==> src/rtl/motor_throttle_ramp_controller_assert.svh <==
// Assertion macros for the throttle ramp controller.
// Used by mtrc_back; needs a clk and rst_n in scope.
`ifndef MOTOR_THROTTLE_RAMP_CONTROLLER_ASSERT_SVH
`define MOTOR_THROTTLE_RAMP_CONTROLLER_ASSERT_SVH

// antecedent holds in a cycle -> consequent holds in the same cycle
`define MTRC_ASSERT_NOW(label, ante, cons) \
    label: assert property (@(posedge clk) disable iff (!rst_n) (ante) |-> (cons)) \
        else $error("mtrc assertion failed");

// antecedent holds in a cycle -> consequent holds in the next cycle
`define MTRC_ASSERT_NEXT(label, ante, cons) \
    label: assert property (@(posedge clk) disable iff (!rst_n) (ante) |=> (cons)) \
        else $error("mtrc assertion failed");

`endif

==> src/rtl/mtrc_pkg.sv <==
// Shared types, constants and helpers for the throttle ramp controller.
// No dependencies.
`default_nettype none

package mtrc_pkg;

    localparam int QDEPTH  = 4;
    localparam int QPTR_W  = $clog2(QDEPTH);
    localparam int QCNT_W  = $clog2(QDEPTH + 1);

    localparam int LEVEL_W = 8;
    localparam int STEP_W  = 10;
    localparam int CIDX_W  = 3;

    // bit positions in the packed switch level vector
    localparam int B_START  = 0;
    localparam int B_RRUN   = 1;
    localparam int B_RENA   = 2;
    localparam int B_GEAR1  = 3;
    localparam int B_GEAR2  = 4;
    localparam int B_DIR    = 5;
    localparam int NSW      = 6;

    // register indexes
    localparam logic [CIDX_W-1:0] REG_BOTH_HIGH  = 3'd0;
    localparam logic [CIDX_W-1:0] REG_FIRST_LOW  = 3'd1;
    localparam logic [CIDX_W-1:0] REG_SECOND_LOW = 3'd2;
    localparam logic [CIDX_W-1:0] REG_STEP_TICKS = 3'd3;

    localparam logic [LEVEL_W-1:0] RST_BOTH_HIGH  = 8'd180;
    localparam logic [LEVEL_W-1:0] RST_FIRST_LOW  = 8'd150;
    localparam logic [LEVEL_W-1:0] RST_SECOND_LOW = 8'd220;
    localparam logic [STEP_W-1:0]  RST_STEP_TICKS = 10'd10;

    typedef struct packed {
        logic [LEVEL_W-1:0] both_high;
        logic [LEVEL_W-1:0] first_low;
        logic [LEVEL_W-1:0] second_low;
        logic [STEP_W-1:0]  step_ticks;
    } cfg_t;

    typedef struct packed {
        logic           first;
        logic [NSW-1:0] levels;
    } tick_t;

    typedef struct packed {
        logic  valid;
        tick_t item;
    } q_rd_t;

    function automatic logic [LEVEL_W-1:0] gear_level_of(input cfg_t cfg,
                                                         input logic g1,
                                                         input logic g2);
        logic [LEVEL_W-1:0] lvl;
        case ({g1, g2})
            2'b11:   lvl = cfg.both_high;
            2'b01:   lvl = cfg.first_low;
            2'b10:   lvl = cfg.second_low;
            default: lvl = '0;
        endcase
        return lvl;
    endfunction

endpackage

`default_nettype wire

==> src/rtl/mtrc_front.sv <==
// Input side: takes tick transfers, packs the switch levels and tags the first tick.
// Depends on mtrc_pkg.
`default_nettype none

module mtrc_front (
    input  wire logic          clk,
    input  wire logic          rst_n,
    input  wire logic          in_valid,
    output logic               in_stall,
    input  wire logic          start_sw,
    input  wire logic          remote_run_sw,
    input  wire logic          remote_enable_sw,
    input  wire logic          gear_sw1,
    input  wire logic          gear_sw2,
    input  wire logic          dir_sw,
    input  wire logic          q_full,
    output logic               q_push,
    output mtrc_pkg::tick_t    q_item
);
    import mtrc_pkg::*;

    logic first_pending_reg;
    logic first_pending_next;

    assign in_stall = q_full;
    assign q_push   = in_valid && !q_full;

    always_comb
    begin
        q_item.first          = first_pending_reg;
        q_item.levels[B_START] = start_sw;
        q_item.levels[B_RRUN]  = remote_run_sw;
        q_item.levels[B_RENA]  = remote_enable_sw;
        q_item.levels[B_GEAR1] = gear_sw1;
        q_item.levels[B_GEAR2] = gear_sw2;
        q_item.levels[B_DIR]   = dir_sw;
    end

    assign first_pending_next = q_push ? 1'b0 : first_pending_reg;

    always_ff @(posedge clk or negedge rst_n)
    begin
        if (!rst_n)
        begin
            first_pending_reg <= 1'b1;
        end
        else
        begin
            first_pending_reg <= first_pending_next;
        end
    end

endmodule

`default_nettype wire

==> src/rtl/mtrc_queue.sv <==
// Short tick queue between the input side and the control core.
// Depends on mtrc_pkg.
`default_nettype none

module mtrc_queue (
    input  wire logic           clk,
    input  wire logic           rst_n,
    input  wire logic           push,
    input  wire mtrc_pkg::tick_t push_item,
    output logic                full,
    input  wire logic           pop,
    output mtrc_pkg::q_rd_t     rd
);
    import mtrc_pkg::*;

    tick_t             mem_reg [QDEPTH];
    logic [QPTR_W-1:0] wr_ptr_reg, wr_ptr_next;
    logic [QPTR_W-1:0] rd_ptr_reg, rd_ptr_next;
    logic [QCNT_W-1:0] count_reg, count_next;

    function automatic logic [QPTR_W-1:0] ptr_inc(input logic [QPTR_W-1:0] p);
        return (p == QPTR_W'(QDEPTH - 1)) ? '0 : p + QPTR_W'(1);
    endfunction

    assign full     = (count_reg == QCNT_W'(QDEPTH));
    assign rd.valid = (count_reg != '0);
    assign rd.item  = mem_reg[rd_ptr_reg];

    always_comb
    begin
        wr_ptr_next = push ? ptr_inc(wr_ptr_reg) : wr_ptr_reg;
        rd_ptr_next = pop ? ptr_inc(rd_ptr_reg) : rd_ptr_reg;
        count_next  = count_reg;
        if (push && !pop)
        begin
            count_next = count_reg + QCNT_W'(1);
        end
        else if (pop && !push)
        begin
            count_next = count_reg - QCNT_W'(1);
        end
    end

    always_ff @(posedge clk)
    begin
        if (push)
        begin
            mem_reg[wr_ptr_reg] <= push_item;
        end
    end

    always_ff @(posedge clk or negedge rst_n)
    begin
        if (!rst_n)
        begin
            wr_ptr_reg <= '0;
            rd_ptr_reg <= '0;
            count_reg  <= '0;
        end
        else
        begin
            wr_ptr_reg <= wr_ptr_next;
            rd_ptr_reg <= rd_ptr_next;
            count_reg  <= count_next;
        end
    end

endmodule

`default_nettype wire

==> src/rtl/mtrc_back.sv <==
// Control core: edge handling, throttle ramp and the result register.
// Depends on mtrc_pkg and motor_throttle_ramp_controller_assert.svh.
`default_nettype none
`include "motor_throttle_ramp_controller_assert.svh"

module mtrc_back (
    input  wire logic            clk,
    input  wire logic            rst_n,
    input  wire mtrc_pkg::cfg_t  cfg,
    input  wire mtrc_pkg::q_rd_t rd,
    output logic                 pop,
    output logic                 out_valid,
    input  wire logic            out_stall,
    output logic [7:0]           throttle_pwm,
    output logic                 brake_on,
    output logic                 direction_out,
    output logic                 relay_drive,
    output logic                 ramping
);
    import mtrc_pkg::*;

    logic [NSW-1:0]     prev_reg,  prev_next;
    logic [LEVEL_W-1:0] gear_reg,  gear_next;
    logic [LEVEL_W-1:0] pwm_reg,   pwm_next;
    logic [LEVEL_W-1:0] goal_reg,  goal_next;
    logic [STEP_W-1:0]  count_reg, count_next;
    logic               brake_reg, brake_next;
    logic               dir_reg,   dir_next;
    logic               armed_reg, armed_next;
    logic               used_reg,  used_next;
    logic               relay_reg, relay_next;
    logic               ovalid_reg, ovalid_next;

    logic [NSW-1:0]     lv;
    logic [NSW-1:0]     ch;
    logic [STEP_W-1:0]  lim;
    logic [LEVEL_W-1:0] sw_level;
    logic               st, rr, re;

    // state registers double as the result register: they only move on a pop
    assign pop = rd.valid && (!ovalid_reg || !out_stall);

    assign lv  = rd.item.levels;
    assign ch  = lv ^ prev_reg;
    assign st  = lv[B_START];
    assign rr  = lv[B_RRUN];
    assign re  = lv[B_RENA];
    assign lim = (cfg.step_ticks == '0) ? STEP_W'(1) : cfg.step_ticks;
    assign sw_level = gear_level_of(cfg, lv[B_GEAR1], lv[B_GEAR2]);

    always_comb
    begin
        prev_next  = prev_reg;
        gear_next  = gear_reg;
        pwm_next   = pwm_reg;
        goal_next  = goal_reg;
        count_next = count_reg;
        brake_next = brake_reg;
        dir_next   = dir_reg;
        armed_next = armed_reg;
        used_next  = used_reg;
        relay_next = relay_reg;
        ovalid_next = pop ? 1'b1 : (ovalid_reg && out_stall);

        if (pop)
        begin
            if (rd.item.first)
            begin
                prev_next  = lv;
                dir_next   = lv[B_DIR];
                armed_next = st;
            end
            else if (pwm_reg != goal_reg)
            begin
                // ramp in progress: edges wait, prev levels are kept
                count_next = count_reg + STEP_W'(1);
                if (count_next >= lim)
                begin
                    count_next = '0;
                    pwm_next = (pwm_reg < goal_reg) ? pwm_reg + LEVEL_W'(1)
                                                    : pwm_reg - LEVEL_W'(1);
                end
            end
            else
            begin
                prev_next = lv;
                // gear change
                if (ch[B_GEAR1] || ch[B_GEAR2])
                begin
                    if ((!st || !rr) && (sw_level != gear_reg))
                    begin
                        pwm_next   = gear_reg;
                        goal_next  = sw_level;
                        count_next = '0;
                    end
                    gear_next = sw_level;
                end
                // local start
                if (ch[B_START])
                begin
                    if (!st && armed_reg && re)
                    begin
                        brake_next = 1'b0;
                        gear_next  = sw_level;
                        pwm_next   = '0;
                        goal_next  = sw_level;
                        count_next = '0;
                    end
                    if (st)
                    begin
                        armed_next = 1'b1;
                        brake_next = 1'b1;
                        pwm_next   = '0;
                        goal_next  = '0;
                        count_next = '0;
                        gear_next  = '0;
                    end
                end
                // remote enable
                if (ch[B_RENA])
                begin
                    relay_next = re;
                end
                // remote run
                if (ch[B_RRUN])
                begin
                    pwm_next   = '0;
                    count_next = '0;
                    if (!rr)
                    begin
                        used_next  = 1'b1;
                        brake_next = 1'b0;
                        gear_next  = sw_level;
                        goal_next  = sw_level;
                    end
                    else
                    begin
                        brake_next = 1'b1;
                        goal_next  = '0;
                        gear_next  = '0;
                    end
                end
                // direction: one toggle, stop first when running
                if (ch[B_DIR])
                begin
                    if ((!st && !used_next) || !rr)
                    begin
                        pwm_next   = '0;
                        goal_next  = '0;
                        count_next = '0;
                        brake_next = 1'b0;
                    end
                    dir_next = !dir_reg;
                end
            end
        end
    end

    always_ff @(posedge clk or negedge rst_n)
    begin
        if (!rst_n)
        begin
            prev_reg   <= '0;
            gear_reg   <= '0;
            pwm_reg    <= '0;
            goal_reg   <= '0;
            count_reg  <= '0;
            brake_reg  <= 1'b1;
            dir_reg    <= 1'b0;
            armed_reg  <= 1'b0;
            used_reg   <= 1'b0;
            relay_reg  <= 1'b1;
            ovalid_reg <= 1'b0;
        end
        else
        begin
            prev_reg   <= prev_next;
            gear_reg   <= gear_next;
            pwm_reg    <= pwm_next;
            goal_reg   <= goal_next;
            count_reg  <= count_next;
            brake_reg  <= brake_next;
            dir_reg    <= dir_next;
            armed_reg  <= armed_next;
            used_reg   <= used_next;
            relay_reg  <= relay_next;
            ovalid_reg <= ovalid_next;
        end
    end

    assign out_valid     = ovalid_reg;
    assign throttle_pwm  = pwm_reg;
    assign brake_on      = brake_reg;
    assign direction_out = !dir_reg;
    assign relay_drive   = relay_reg;
    assign ramping       = (pwm_reg != goal_reg);

    // a held result must not be overwritten by a new tick
    `MTRC_ASSERT_NOW(a_no_pop_while_held, ovalid_reg && out_stall, !pop)
    // ticks during a ramp leave the edge reference alone
    `MTRC_ASSERT_NEXT(a_prev_kept_in_ramp, pop && !rd.item.first && (pwm_reg != goal_reg),
        $stable(prev_reg))
    // a ramp tick moves the throttle by at most one unit
    `MTRC_ASSERT_NEXT(a_ramp_one_unit, pop && !rd.item.first && (pwm_reg != goal_reg),
        (pwm_reg == $past(pwm_reg)) || (pwm_reg == $past(pwm_reg) + 8'd1) ||
        (pwm_reg == $past(pwm_reg) - 8'd1))
    // state is frozen while no tick is taken
    `MTRC_ASSERT_NEXT(a_idle_frozen, !pop, $stable(pwm_reg) && $stable(dir_reg))

endmodule

`default_nettype wire

==> src/rtl/motor_throttle_ramp_controller.sv <==
// Top level of the motor throttle ramp controller: config registers and the
// front / queue / core chain. Depends on mtrc_pkg, mtrc_front, mtrc_queue, mtrc_back.
//
// Usage:
//  - Tick channel (in_valid / in_stall): one transfer per tick carrying the six
//    debounced switch levels. in_stall rises only when the four-entry tick
//    queue is full, i.e. when the result side has been stalled for a while.
//  - Result channel (out_valid / out_stall): one result per tick with the
//    throttle duty, brake, direction, relay and ramping flag. The core's
//    state registers are the result register: a result is registered when
//    the core pops its tick off the queue, and can be taken at the next edge.
//  - Throughput: one tick per cycle while out_stall stays low. The per-tick
//    work in the core is one ramp counter step or one edge priority chain pass.
//  - Config (cfg_valid / cfg_ready, cfg_index, cfg_data): cfg_ready is always
//    high; indexes 0..2 set the gear levels (low 8 data bits), 3 sets the ramp
//    step tick count (0 acts as 1). Other indexes are ignored. Write only
//    while idle.
//  - Reset (rst_n low, async): queue empty, brake on, relay drive high,
//    throttle 0, config back to 180 / 150 / 220 / 10. The first tick after
//    reset only latches the switch levels, direction and armed flag.
//  - When out_stall is high the core holds its result and stops draining
//    the queue; ticks keep landing in the queue until it fills.
`default_nettype none

module motor_throttle_ramp_controller (
    input  wire logic                           clk,
    input  wire logic                           rst_n,
    input  wire logic                           in_valid,
    output logic                                in_stall,
    input  wire logic                           start_sw,
    input  wire logic                           remote_run_sw,
    input  wire logic                           remote_enable_sw,
    input  wire logic                           gear_sw1,
    input  wire logic                           gear_sw2,
    input  wire logic                           dir_sw,
    output logic                                out_valid,
    input  wire logic                           out_stall,
    output logic [7:0]                          throttle_pwm,
    output logic                                brake_on,
    output logic                                direction_out,
    output logic                                relay_drive,
    output logic                                ramping,
    input  wire logic                           cfg_valid,
    output logic                                cfg_ready,
    input  wire logic [mtrc_pkg::CIDX_W-1:0]    cfg_index,
    input  wire logic [mtrc_pkg::STEP_W-1:0]    cfg_data
);
    import mtrc_pkg::*;

    cfg_t  cfg_reg, cfg_next;
    tick_t q_item;
    q_rd_t q_rd;
    logic  q_push, q_full, q_pop;

    assign cfg_ready = 1'b1;

    // register file: one transfer writes one register
    always_comb
    begin
        cfg_next = cfg_reg;
        if (cfg_valid)
        begin
            case (cfg_index)
                REG_BOTH_HIGH:  cfg_next.both_high  = cfg_data[LEVEL_W-1:0];
                REG_FIRST_LOW:  cfg_next.first_low  = cfg_data[LEVEL_W-1:0];
                REG_SECOND_LOW: cfg_next.second_low = cfg_data[LEVEL_W-1:0];
                REG_STEP_TICKS: cfg_next.step_ticks = cfg_data;
                default:        cfg_next = cfg_reg;
            endcase
        end
    end

    always_ff @(posedge clk or negedge rst_n)
    begin
        if (!rst_n)
        begin
            cfg_reg.both_high  <= RST_BOTH_HIGH;
            cfg_reg.first_low  <= RST_FIRST_LOW;
            cfg_reg.second_low <= RST_SECOND_LOW;
            cfg_reg.step_ticks <= RST_STEP_TICKS;
        end
        else
        begin
            cfg_reg <= cfg_next;
        end
    end

    mtrc_front u_front (
        .clk              (clk),
        .rst_n            (rst_n),
        .in_valid         (in_valid),
        .in_stall         (in_stall),
        .start_sw         (start_sw),
        .remote_run_sw    (remote_run_sw),
        .remote_enable_sw (remote_enable_sw),
        .gear_sw1         (gear_sw1),
        .gear_sw2         (gear_sw2),
        .dir_sw           (dir_sw),
        .q_full           (q_full),
        .q_push           (q_push),
        .q_item           (q_item)
    );

    mtrc_queue u_queue (
        .clk       (clk),
        .rst_n     (rst_n),
        .push      (q_push),
        .push_item (q_item),
        .full      (q_full),
        .pop       (q_pop),
        .rd        (q_rd)
    );

    mtrc_back u_back (
        .clk           (clk),
        .rst_n         (rst_n),
        .cfg           (cfg_reg),
        .rd            (q_rd),
        .pop           (q_pop),
        .out_valid     (out_valid),
        .out_stall     (out_stall),
        .throttle_pwm  (throttle_pwm),
        .brake_on      (brake_on),
        .direction_out (direction_out),
        .relay_drive   (relay_drive),
        .ramping       (ramping)
    );

endmodule

`default_nettype wire

==> config.mk <==
export PLATFORM = sky130hd
export DESIGN_NAME = motor_throttle_ramp_controller
export DESIGN_NICKNAME = d
export VERILOG_FILES = /design/src/rtl/mtrc_pkg.sv /design/src/rtl/mtrc_front.sv /design/src/rtl/mtrc_queue.sv /design/src/rtl/mtrc_back.sv /design/src/rtl/motor_throttle_ramp_controller.sv
export VERILOG_INCLUDE_DIRS = /design/src /design/src/rtl
export SDC_FILE = /design/constraint.sdc
export NUM_CORES = 1
export LEC_CHECK = 0
export ABC_AREA = 1
export BUFFER_PORTS_ARGS = -buffer_cell sky130_fd_sc_hd__buf_2
export CORE_MARGIN = 3
export CORE_UTILIZATION = 45
export DETAILED_ROUTE_END_ITERATION = 10
export PLACE_DENSITY_LB_ADDON = 0.05
export SKIP_LAST_GASP = 1
export SLEW_MARGIN = 20
export SYNTH_ARGS = -nofsm -noshare
export SYNTH_HDL_FRONTEND = slang
export SYNTH_SLANG_ARGS = --single-unit
==> constraint.sdc <==
create_clock -name clk -period 4.9 [get_ports clk]
set_input_delay 0.49 -clock clk [delete_from_list [all_inputs] [get_ports clk]]
set_output_delay 0.49 -clock clk [all_outputs]
set_load 0.005 [all_outputs]
==> results of run 1 <==
[layout by cell type (no fill, tap or decap), drive strengths merged, types with 28 or more instances in the layout]
cell and n:
a21oi 29, buf 39, dfrtp 70, edfxtp 28, ha 31, inv 111
nand2 246, nand3 68, nor2 37, o21ai 84
[metrics by stage]
stage / instance area [um2] / util [%]
after global routing: 7734 / 52.42
after detailed placement: 7142 / 48.41
final: 7734 / 52.42
after floorplan: 6874 / -
after CTS: 7734 / 52.42
after global placement: 7142 / 48.41
[path summary, 6_finish.rpt]
check,to,slack (ns),cells past startpoint
worst min register to register,u_back.relay_drive$_DFFE_PN1P_,0.43,1
worst max-delay path,u_back.throttle_pwm[7]$_DFFE_PN0P_,1.45,20
worst min-delay path,cfg_reg[7]$_DFFE_PN0P_,0.02,1
worst max register to register,u_back.throttle_pwm[7]$_DFFE_PN0P_,1.45,20
min in group clk,u_queue.mem_reg[3][4]$_DFFE_PP_,0.29,1
max in group asynchronous,u_queue.count_reg[0]$_DFFE_PN0P_,3.82,2
[layout make-up]
cell class	count	area share (%)
multi-input cells	565	41.63
repair buffers	39	2.621
clock buffers	24	6.358
clock inverters	8	1.294
flip-flops and latches	116	39.64
well taps	184	2.977
inverters	111	5.485
[cell usage after synthesis (all sizes together), types with 2 or more instances]
cell type	number	area share [%]
o21ai	84	6.1
nand3	68	7.5
xor2	13	1.7
nor3	8	0.58
buf	12	1.9
o21a	2	0.22
edfxtp	28	12
fa	2	0.58
nand4	13	1.3
a21oi	29	2.2
dfrtp	70	25
o31ai	4	0.44
ha	31	5.6
clkbuf	9	0.49
nor2	37	2.5
nand2	246	15
dfstp	18	6.9
o211ai	2	0.22
inv	111	6.2
o22ai	2	0.18
o32ai	8	1.0
nor4	4	0.36
[routing by layer]
layer,up-vias,share of wire [%],global-route usage [%]
li1,2751,-,-
met1,2604,44,24.84
met2,97,50,33.88
met3,24,3.8,4.617
met4,0,1.9,7.579
met5,-,0,0
[report_power, final]
part           leakage (nW)  switching (W)  total (W)  internal (W)
combinational          2.18        0.00185    0.00281      0.000963
sequential             1.32       0.000264    0.00157       0.00131
clock                 0.290       0.000430    0.00123      0.000800
[cells by family after synthesis]
kind of cell | Yosys count
AND/OR/NAND/NOR | 378
AO/OA/AOI/OAI | 138
buffers and inverters | 132
flip-flops | 116
adder cells (fa/ha/maj) | 33
XOR/XNOR | 14
other | 1
multiplexers | 1
==> results.yml, run 1 <==
outcome:
  status: "finished clean"
sta:
  finalCritPeriodShare_pct: 70.36
  finalMaxSlewViolations: 0
  relSlewSlack_pct: 30.56
  finalSetupTns_ns: 0
  timing.hold.ws_ns: 0.01542
  tightest_slew_ns: 1.034
  max_freq_mhz: 290.1
  rsz0062_at_grt: "no"
  finClkSkew_ns: 0.007380
  setup_viol: 0
  setup_ws_ns: 1.453
  final.min_clock_period_ns: 3.447
  hold_violations: 0
floorplanning:
  io_pins: 39
  die_x_um: 129.6
  core_mm2: 0.01475
  start_util_pct: 46.59
  row_count: 44
  die-height_um: 129.6
  die-area_mm2: 0.01679
hold_path:
  hold_class: "in2async"
worst_setup_path:
  crit_arrival_ns: 3.75
  start_kind: "flop"
  path_delay_family: "compound AO/OA/AOI/OAI gates"
  cp_cell_sequence: "ha_1 -> inv_1 -> nor2_1 -> o21ai_0 -> nand2_1 -> nand2_1 -> o211ai_1 -> ha_1 -> a21o_1 -> o21ai_0 -> inv_1 -> o21a_1 -> o21ai_0 -> nand2_1 -> nand2_1 -> nand3_1 -> nand2_1 -> o22ai_1 -> nand2_1 -> nand2_1"
  worstSetupEndpointType: "flop"
  path_max_fanout: 8
  critPathMostFrequentCell: "nand2_1"
  slowest_stage: "ha_1"
  slowest_delay_ns: 0.47
  crit_type: "reg2reg"
  path_buf_inv: 2
  rr_startpoint: "u_back.throttle_pwm[1]$_DFFE_PN0P_"
  cp-startpoint: "u_back.throttle_pwm[1]$_DFFE_PN0P_"
  required_ns: 5.21
synthesis:
  synthXorXnorAreaFrac_pct: 1.784
  synthCells: 813
  synth_ff_type: "dfrtp_1"
  synth_top_family_by_area: "simple AND/OR/NAND/NOR gates"
  ys_types: 50
  synth-compound-area-share_pct: 11.16
  ys_async_sr_fraction_pct: 75.86
  synthMuxAreaShare_pct: 0.1638
  synth_warnings: 0
  syn_area_mm2: 0.006874
  syn_nets: 870
  synth-adder-area-share_pct: 6.225
  synth_edf_count: 28
  synth-seq-cells: 116
  synth_simple_gate_area_share_pct: 27.45
  seq_area_frac_synth_pct: 44.59
  avgSynthCellArea_um2: 8.455
detailed_routing:
  wirelength_um: 15750
  viasPerCell: 5.230
  drt-wirelength-per-cell_um: 15.04
  drtAntennaViolNets: 0
  drc: 0
  first_iter_violations: 267
  dr.pass1.iters: 5
  vias: 5476
layout:
  n_antenna_cell: 0
  nNetsFinal: 907
  area_growth_pct: 12.50
  largest_reg_flops: 34
  post_layout_nonfiller_instances: 1047
  drive_gt1_share_pct: 17.61
  seq_area_mm2: 0.003065
  fillCellCount: 1392
  multi_input_area_mm2: 0.003219
global_routing:
  grt_overflow: 0
  grt_pass1_wl_um: 26510
  grt_antenna_before_repair: 0
  grt_pass1_vias: 5426
  grt_max_degree: 55
  grt_use_total_pct: 19.97
place:
  gp_congestion: 0.9069
  port_buffers: 37
  pre_cts_ws_ns: 1.508
  place_hpwl_um: 11830
  dp.cells: 1015
power_and_ir_drop:
  irDropWorstVdd_v: 0.0003052
  power_density_mw_per_mm2: 726.1
  totalPowerFinal_w: 0.005615
  p_leak_nw: 3.794
clocking:
  cts-htree-levels: 4
  cts_hold_buf: 0
  cts_root_buf: "clkbuf_16"
  worst_skew_pair.late_latency_ns: 0.42
  cts_tree: "built"
  cts_sinks: 116
  post_cts_buffers: 0
  cts_buffer_depth: 2
  clk_pin_slew_ns: 0.06
  numCtsBuffers: 17
  cts_resized: 0
job:
  max-cap-violations: 0
No activity file was read; power rests on OpenSTA's default activity.
==> run 2, diff against run 1 <==
--- a/config.mk
+++ b/config.mk
@@ -6,7 +6,7 @@
 export SDC_FILE = /design/constraint.sdc
 export NUM_CORES = 1
 export LEC_CHECK = 0
-export ABC_AREA = 1
+export ABC_AREA = 0
 export BUFFER_PORTS_ARGS = -buffer_cell sky130_fd_sc_hd__buf_2
 export CORE_MARGIN = 3
 export CORE_UTILIZATION = 45
==> constraint.sdc (replaced) <==
create_clock -name clk -period 3.2 [get_ports clk]
set_input_delay 0.32 -clock clk [delete_from_list [all_inputs] [get_ports clk]]
set_output_delay 0.32 -clock clk [all_outputs]
set_load 0.005 [all_outputs]
==> results.yml, run 2 <==
outcome:
  status: "finished clean"
floorplanning:
  die_x_um: 125.6
  die-area_mm2: 0.01578
  start_util_pct: 46.20
  core_mm2: 0.01393
  die-height_um: 125.6
  io_pins: 39
  row_count: 43
clocking:
  clk_pin_slew_ns: 0.06
  numCtsBuffers: 17
  worst_skew_pair.late_latency_ns: 0.42
  cts_tree: "built"
  cts_buffer_depth: 2
  cts-htree-levels: 4
  cts_sinks: 116
  cts_root_buf: "clkbuf_16"
layout:
  post_layout_nonfiller_instances: 835
  n_antenna_cell: 0
  final_common_cell: "dfrtp_1"
  area_growth_pct: 19.13
  nNetsFinal: 699
  fin_area_mm2: 0.007669
  largest_reg_flops: 34
  layout_common_cells: "69 x dfrtp_1, 45 x mux2_2, 40 x o21ai_0"
  drive_gt1_share_pct: 28.70
synthesis:
  synth_most_common_cell: "dfrtp_1"
  ys_types: 59
  synth_top_cell_by_area: "dfrtp_1"
  synth_area_leaders: "dfrtp_1 27%, edfxtp_1 13%, mux2_2 7.9%"
  synth-seq-cells: 116
  ys_async_sr_fraction_pct: 75.86
  yosys-top-cells-count: "70 x dfrtp_1, 45 x mux2_2, 41 x o21ai_0, 34 x inv_1"
  synth_top_area_share_pct: 27.21
  syn_area_mm2: 0.006437
  synthCells: 571
  seq_area_frac_synth_pct: 47.62
  synth_ff_type: "dfrtp_1"
  avgSynthCellArea_um2: 11.27
  syn_nets: 628
  synth_edf_count: 28
  synth_warnings: 0
global_routing:
  grt_pass1_wl_um: 24580
  grt_use_total_pct: 19.59
  grt_antenna_before_repair: 0
  grt_overflow: 0
  grt_pass1_vias: 4826
  grt_max_degree: 56
power_and_ir_drop:
  power_density_mw_per_mm2: 994.0
  p_leak_nw: 3.254
  irDropWorstVdd_v: 0.0004727
hold_path:
  holdPathStages: 1
  hold_class: "in2reg"
  hp-start: "remote_enable_sw"
sta:
  setup_viol: 0
  finClkSkew_ns: 0.01070
  relSlewSlack_pct: 48.59
  max_freq_mhz: 331.3
  finalCritPeriodShare_pct: 94.33
  finalSetupTns_ns: 0
  hold_violations: 0
  final.min_clock_period_ns: 3.019
  tightest_slew_ns: 0.7712
  finalMaxSlewViolations: 0
  timing.hold.ws_ns: 0.1161
worst_setup_path:
  path_max_fanout: 3
  worstSetupEndpointType: "flop"
  r2r_cells: 15
  cp_cell_sequence: "ha_1 -> nor2b_1 -> o21ai_0 -> nand2b_1 -> a21oi_1 -> o21ai_1 -> ha_1 -> a21o_1 -> a21oi_2 -> o21bai_1 -> a21oi_2 -> o21ai_0 -> xnor2_1 -> or4_1 -> nand4_1"
  cp-startpoint: "u_back.throttle_pwm[1]$_DFFE_PN0P_"
  start_kind: "flop"
  rr_startpoint: "u_back.throttle_pwm[1]$_DFFE_PN0P_"
  crit_type: "reg2reg"
  slowest_delay_ns: 0.40
  required_ns: 3.54
  slowest_stage: "or4_1"
  crit_arrival_ns: 3.36
detailed_routing:
  wirelength_um: 14790
  dr.pass1.iters: 5
  drt-wirelength-per-cell_um: 17.71
  drtAntennaViolNets: 0
  drc: 0
  vias: 4712
  viasPerCell: 5.643
  first_iter_violations: 235
place:
  place_hpwl_um: 10920
  port_buffers: 37
  dp.cells: 799
  placed_cell_area_mm2: 0.006979
  gp_congestion: 0.8619
job:
  max-cap-violations: 0
==> run 2: metal layers <==
layer / part of all wire, % / track usage, % / vias up
met3: 3.9 / 4.443 / 22
met4: 2.1 / 7.781 / 0
met1: 45 / 25.16 / 2330
li1: - / - / 2258
met5: 0 / 0 / -
met2: 49 / 32.22 / 102
==> run 2: final timing paths <==
path,endpoint,slack (ns)
max in group asynchronous,cfg_reg[28]$_DFFE_PN1P_,1.90
worst min register to register,u_back.relay_drive$_DFFE_PN1P_,0.43
worst min-delay path,u_queue.mem_reg[0][2]$_DFFE_PP_,0.12
worst max register to register,u_back.throttle_pwm[7]$_DFFE_PN0P_,0.18
min in group asynchronous,cfg_reg[5]$_DFFE_PN0P_,0.50
worst max-delay path,u_back.throttle_pwm[7]$_DFFE_PN0P_,0.18
==> run 2: power breakdown <==
part / internal, W / switching (W) / total [W]
clock: 0.00129 / 0.000682 / 0.00197
sequential: 0.00194 / 0.000313 / 0.00225
combinational: 0.00154 / 0.00186 / 0.00340
total: 0.00477 / 0.00286 / 0.00762
==> run 2: kinds of logic (layout without fill, tap and decap cells) <==
family	after synthesis	after routing	synth area share, %
xor+xnor	33	33	4.490
mux	66	66	12.38
flops	116	116	47.62
fa+ha+maj	33	33	6.647
compound gates	145	145	15.39
buf+inv	53	137	3.421
other cells	1	1	0.05825
simple gates	124	124	9.991
==> run 2: worst max-delay path: cells and delay by family, from the launching register on <==
family / cells / cell delay (ns)
xor gates and xnor gates: 1 / 0.15
adders and majority gates: 2 / 0.61
DFF: 1 / 0.38
AOI/OAI and AO/OA: 8 / 1.12
and+or+nand+nor: 4 / 0.70
==> run 2: what timing repair did <==
item | in CTS | in global routing
setup buffers | 0 | 3
endpoints found under the hold margin | 40 | 0
endpoints found under the setup margin | 0 | 8
resized for setup | 0 | 12
hold buffers | 1 | 0
==> run 2: cell type report <==
type	instances	area, um2
Fill cell	1196	6266
Multi-Input combinational cell	402	3194
Sequential cell	116	3067
Timing Repair Buffer	70	437.9
Clock buffer	17	425.4
Tap cell	180	225.2
Clock inverter	15	187.7
Inverter	35	131.4
==> run 2: stage by stage <==
| stage | power, W | setup WS, ns | utilization [%] |
|---|---|---|---|
| after floorplan | 0.004592 | 0.01086 | - |
| after global placement | 0.005478 | 0.1055 | 50.09 |
| after detailed placement | 0.005563 | 0.05642 | 50.09 |
| after CTS | 0.007579 | 0.04632 | 54.56 |
| after global routing | 0.008176 | -0.01392 | 55.03 |
| final | 0.007622 | 0.1813 | 55.03 |
==> run 3, diff against run 2 <==
--- a/config.mk
+++ b/config.mk
@@ -9,7 +9,7 @@
 export ABC_AREA = 0
 export BUFFER_PORTS_ARGS = -buffer_cell sky130_fd_sc_hd__buf_2
 export CORE_MARGIN = 3
-export CORE_UTILIZATION = 45
+export CORE_UTILIZATION = 41
 export DETAILED_ROUTE_END_ITERATION = 10
 export PLACE_DENSITY_LB_ADDON = 0.05
 export SKIP_LAST_GASP = 1
==> constraint.sdc (replaced) <==
create_clock -name clk -period 3.2 [get_ports clk]
set_input_delay 0.32 -clock clk [delete_from_list [all_inputs] [get_ports clk]]
set_output_delay 0.32 -clock clk [all_outputs]
set_load 0.1 [all_outputs]
==> results.yml, run 3 (synthesis gave the netlist of run 2 again) <==
outcome:
  status: "finished clean"
floorplanning:
  core_mm2: 0.01526
  die_x_um: 131.3
  row_count: 45
  die-area_mm2: 0.01724
  die-height_um: 131.3
  start_util_pct: 42.19
  io_pins: 39
detailed_routing:
  first_iter_violations: 238
  drtAntennaViolNets: 0
  drc: 0
  wirelength_um: 15460
  drt-wirelength-per-cell_um: 17.95
  vias: 4619
  viasPerCell: 5.365
  dr.pass1.iters: 5
sta:
  tightest_slew_ns: 0.8153
  max_freq_mhz: 323.8
  finalCritPeriodShare_pct: 96.50
  rsz0062_at_grt: "yes"
  finalMaxSlewViolations: 0
  hold_violations: 0
  finalSetupTns_ns: 0
  setup_viol: 0
  final.min_clock_period_ns: 3.088
  finClkSkew_ns: 0.01595
  timing.hold.ws_ns: 0.1188
  relSlewSlack_pct: 45.45
clocking:
  cts_root_buf: "clkbuf_16"
  cts_sinks: 116
  cts_buffer_depth: 2
  numCtsBuffers: 17
  cts_tree: "built"
  worst_skew_pair.late_latency_ns: 0.42
  clk_pin_slew_ns: 0.06
  cts-htree-levels: 4
worst_setup_path:
  slowest_stage: "dfrtp_4"
  cp_cell_sequence: "ha_4 -> a21o_1 -> a21o_1 -> a21oi_2 -> o21ai_2 -> ha_1 -> a21o_1 -> a21oi_2 -> o21bai_1 -> a21oi_2 -> o21ai_1 -> xnor2_1 -> or4_1 -> nand4_1"
  crit_type: "reg2reg"
  crit_arrival_ns: 3.43
  worstSetupEndpointType: "flop"
  reg2reg_slack_ns: 0.11
  start_kind: "flop"
  required_ns: 3.54
  slowest_delay_ns: 0.50
  path_max_fanout: 4
layout:
  largest_reg_flops: 34
  final_common_cell: "dfrtp_1"
  nNetsFinal: 694
  n_antenna_cell: 0
  layout_common_cells: "62 x dfrtp_1, 45 x mux2_2, 38 x o21ai_0"
  drive_gt1_share_pct: 30.46
  utilization_pct: 50.40
  area_growth_pct: 19.46
global_routing:
  grt_use_total_pct: 18.77
  grt_antenna_before_repair: 0
  grt_pass1_vias: 4764
  grt_pass1_wl_um: 25610
  grt_overflow: 0
  grt_max_degree: 46
job:
  max-cap-violations: 0
hold_path:
  hold_class: "in2reg"
place:
  port_buffers: 37
  place_hpwl_um: 11380
  gp_congestion: 0.9186
power_and_ir_drop:
  irDropWorstVdd_v: 0.0007004
  p_sw_w: 0.003336
  power_density_mw_per_mm2: 1034
  p_int_w: 0.004613
  p_leak_nw: 3.218
  power_frac_seq_pct: 28.9
  comb_power_share_pct: 47.7
  clockPowerShare_pct: 23.3
  switching_share_pct: 41.97
run 3: routing by layer:
| layer | wire length, um | GRT usage [%] |
|---|---|---|
| met1 | 7044 | 24.24 |
| met5 | 0 | 0 |
| met2 | 7742 | 31.48 |
| met4 | 113 | 5.659 |
| met3 | 557 | 4.479 |
run 3: repair_timing:
item,4_1_cts,5_1_grt
gates resized for setup,0,11
hold endpoints to repair,41,0
endpoints found under the setup margin,0,8
setup buffers,0,1
hold buffers,1,0
run 3: critical path, delay by kind of cell (launching register included):
family / cells / cell delay (ns)
compound gates: 9 / 1.30
fa+ha+maj: 2 / 0.55
flops: 1 / 0.50
simple gates: 2 / 0.50
xor+xnor: 1 / 0.15
run 3: power by group through the flow:
stage,logic (W),clock network (W),registers [W]
floorplan,0.00253,0,0.00254
global placement,0.00364,0,0.00231
finish,0.00379,0.00186,0.00230
global route,0.00419,0.00198,0.00236
CTS,0.00374,0.00189,0.00230
detailed placement,0.00372,0,0.00232
run 3: final timing paths:
kind | startpoint | endpoint | depth (start not counted)
max | u_back.throttle_pwm[5]$_DFFE_PN0P_ | u_back.throttle_pwm[7]$_DFFE_PN0P_ | 14
min | remote_enable_sw | u_queue.mem_reg[2][2]$_DFFE_PP_ | 1
max reg2reg | u_back.throttle_pwm[5]$_DFFE_PN0P_ | u_back.throttle_pwm[7]$_DFFE_PN0P_ | 14
min reg2reg | u_back.prev_reg[2]$_DFFE_PN0P_ | u_back.relay_drive$_DFFE_PN1P_ | 1
max in group asynchronous | rst_n | cfg_reg[31]$_DFFE_PN1P_ | 3
min in group asynchronous | rst_n | u_back.count_reg[8]$_DFFE_PN0P_ | 2
run 3: stage by stage:
| stage | total power [W] | cells | instance area [um2] | setup slack, ns |
|---|---|---|---|---|
| finish | 0.007949 | 861 | 7690 | 0.1121 |
| detailed placement | 0.006041 | 827 | 7053 | 0.06321 |
| CTS | 0.007933 | 860 | 7649 | 0.04451 |
| floorplan | 0.005065 | 571 | 6496 | -0.008130 |
| global route | 0.008531 | 861 | 7690 | -0.06017 |
| global placement | 0.005948 | 827 | 7053 | 0.1273 |
run 3: area by class of cell:
| type | instances | area [um2] |
|---|---|---|
| well taps | 211 | 264.0 |
| repair buffers | 65 | 400.4 |
| flip-flops and latches | 116 | 3083 |
| clock inverters | 14 | 156.4 |
| multi-input cells | 402 | 3222 |
| fillers | 1359 | 7569 |
| clock buffers | 18 | 429.2 |
| inverters | 35 | 135.1 |
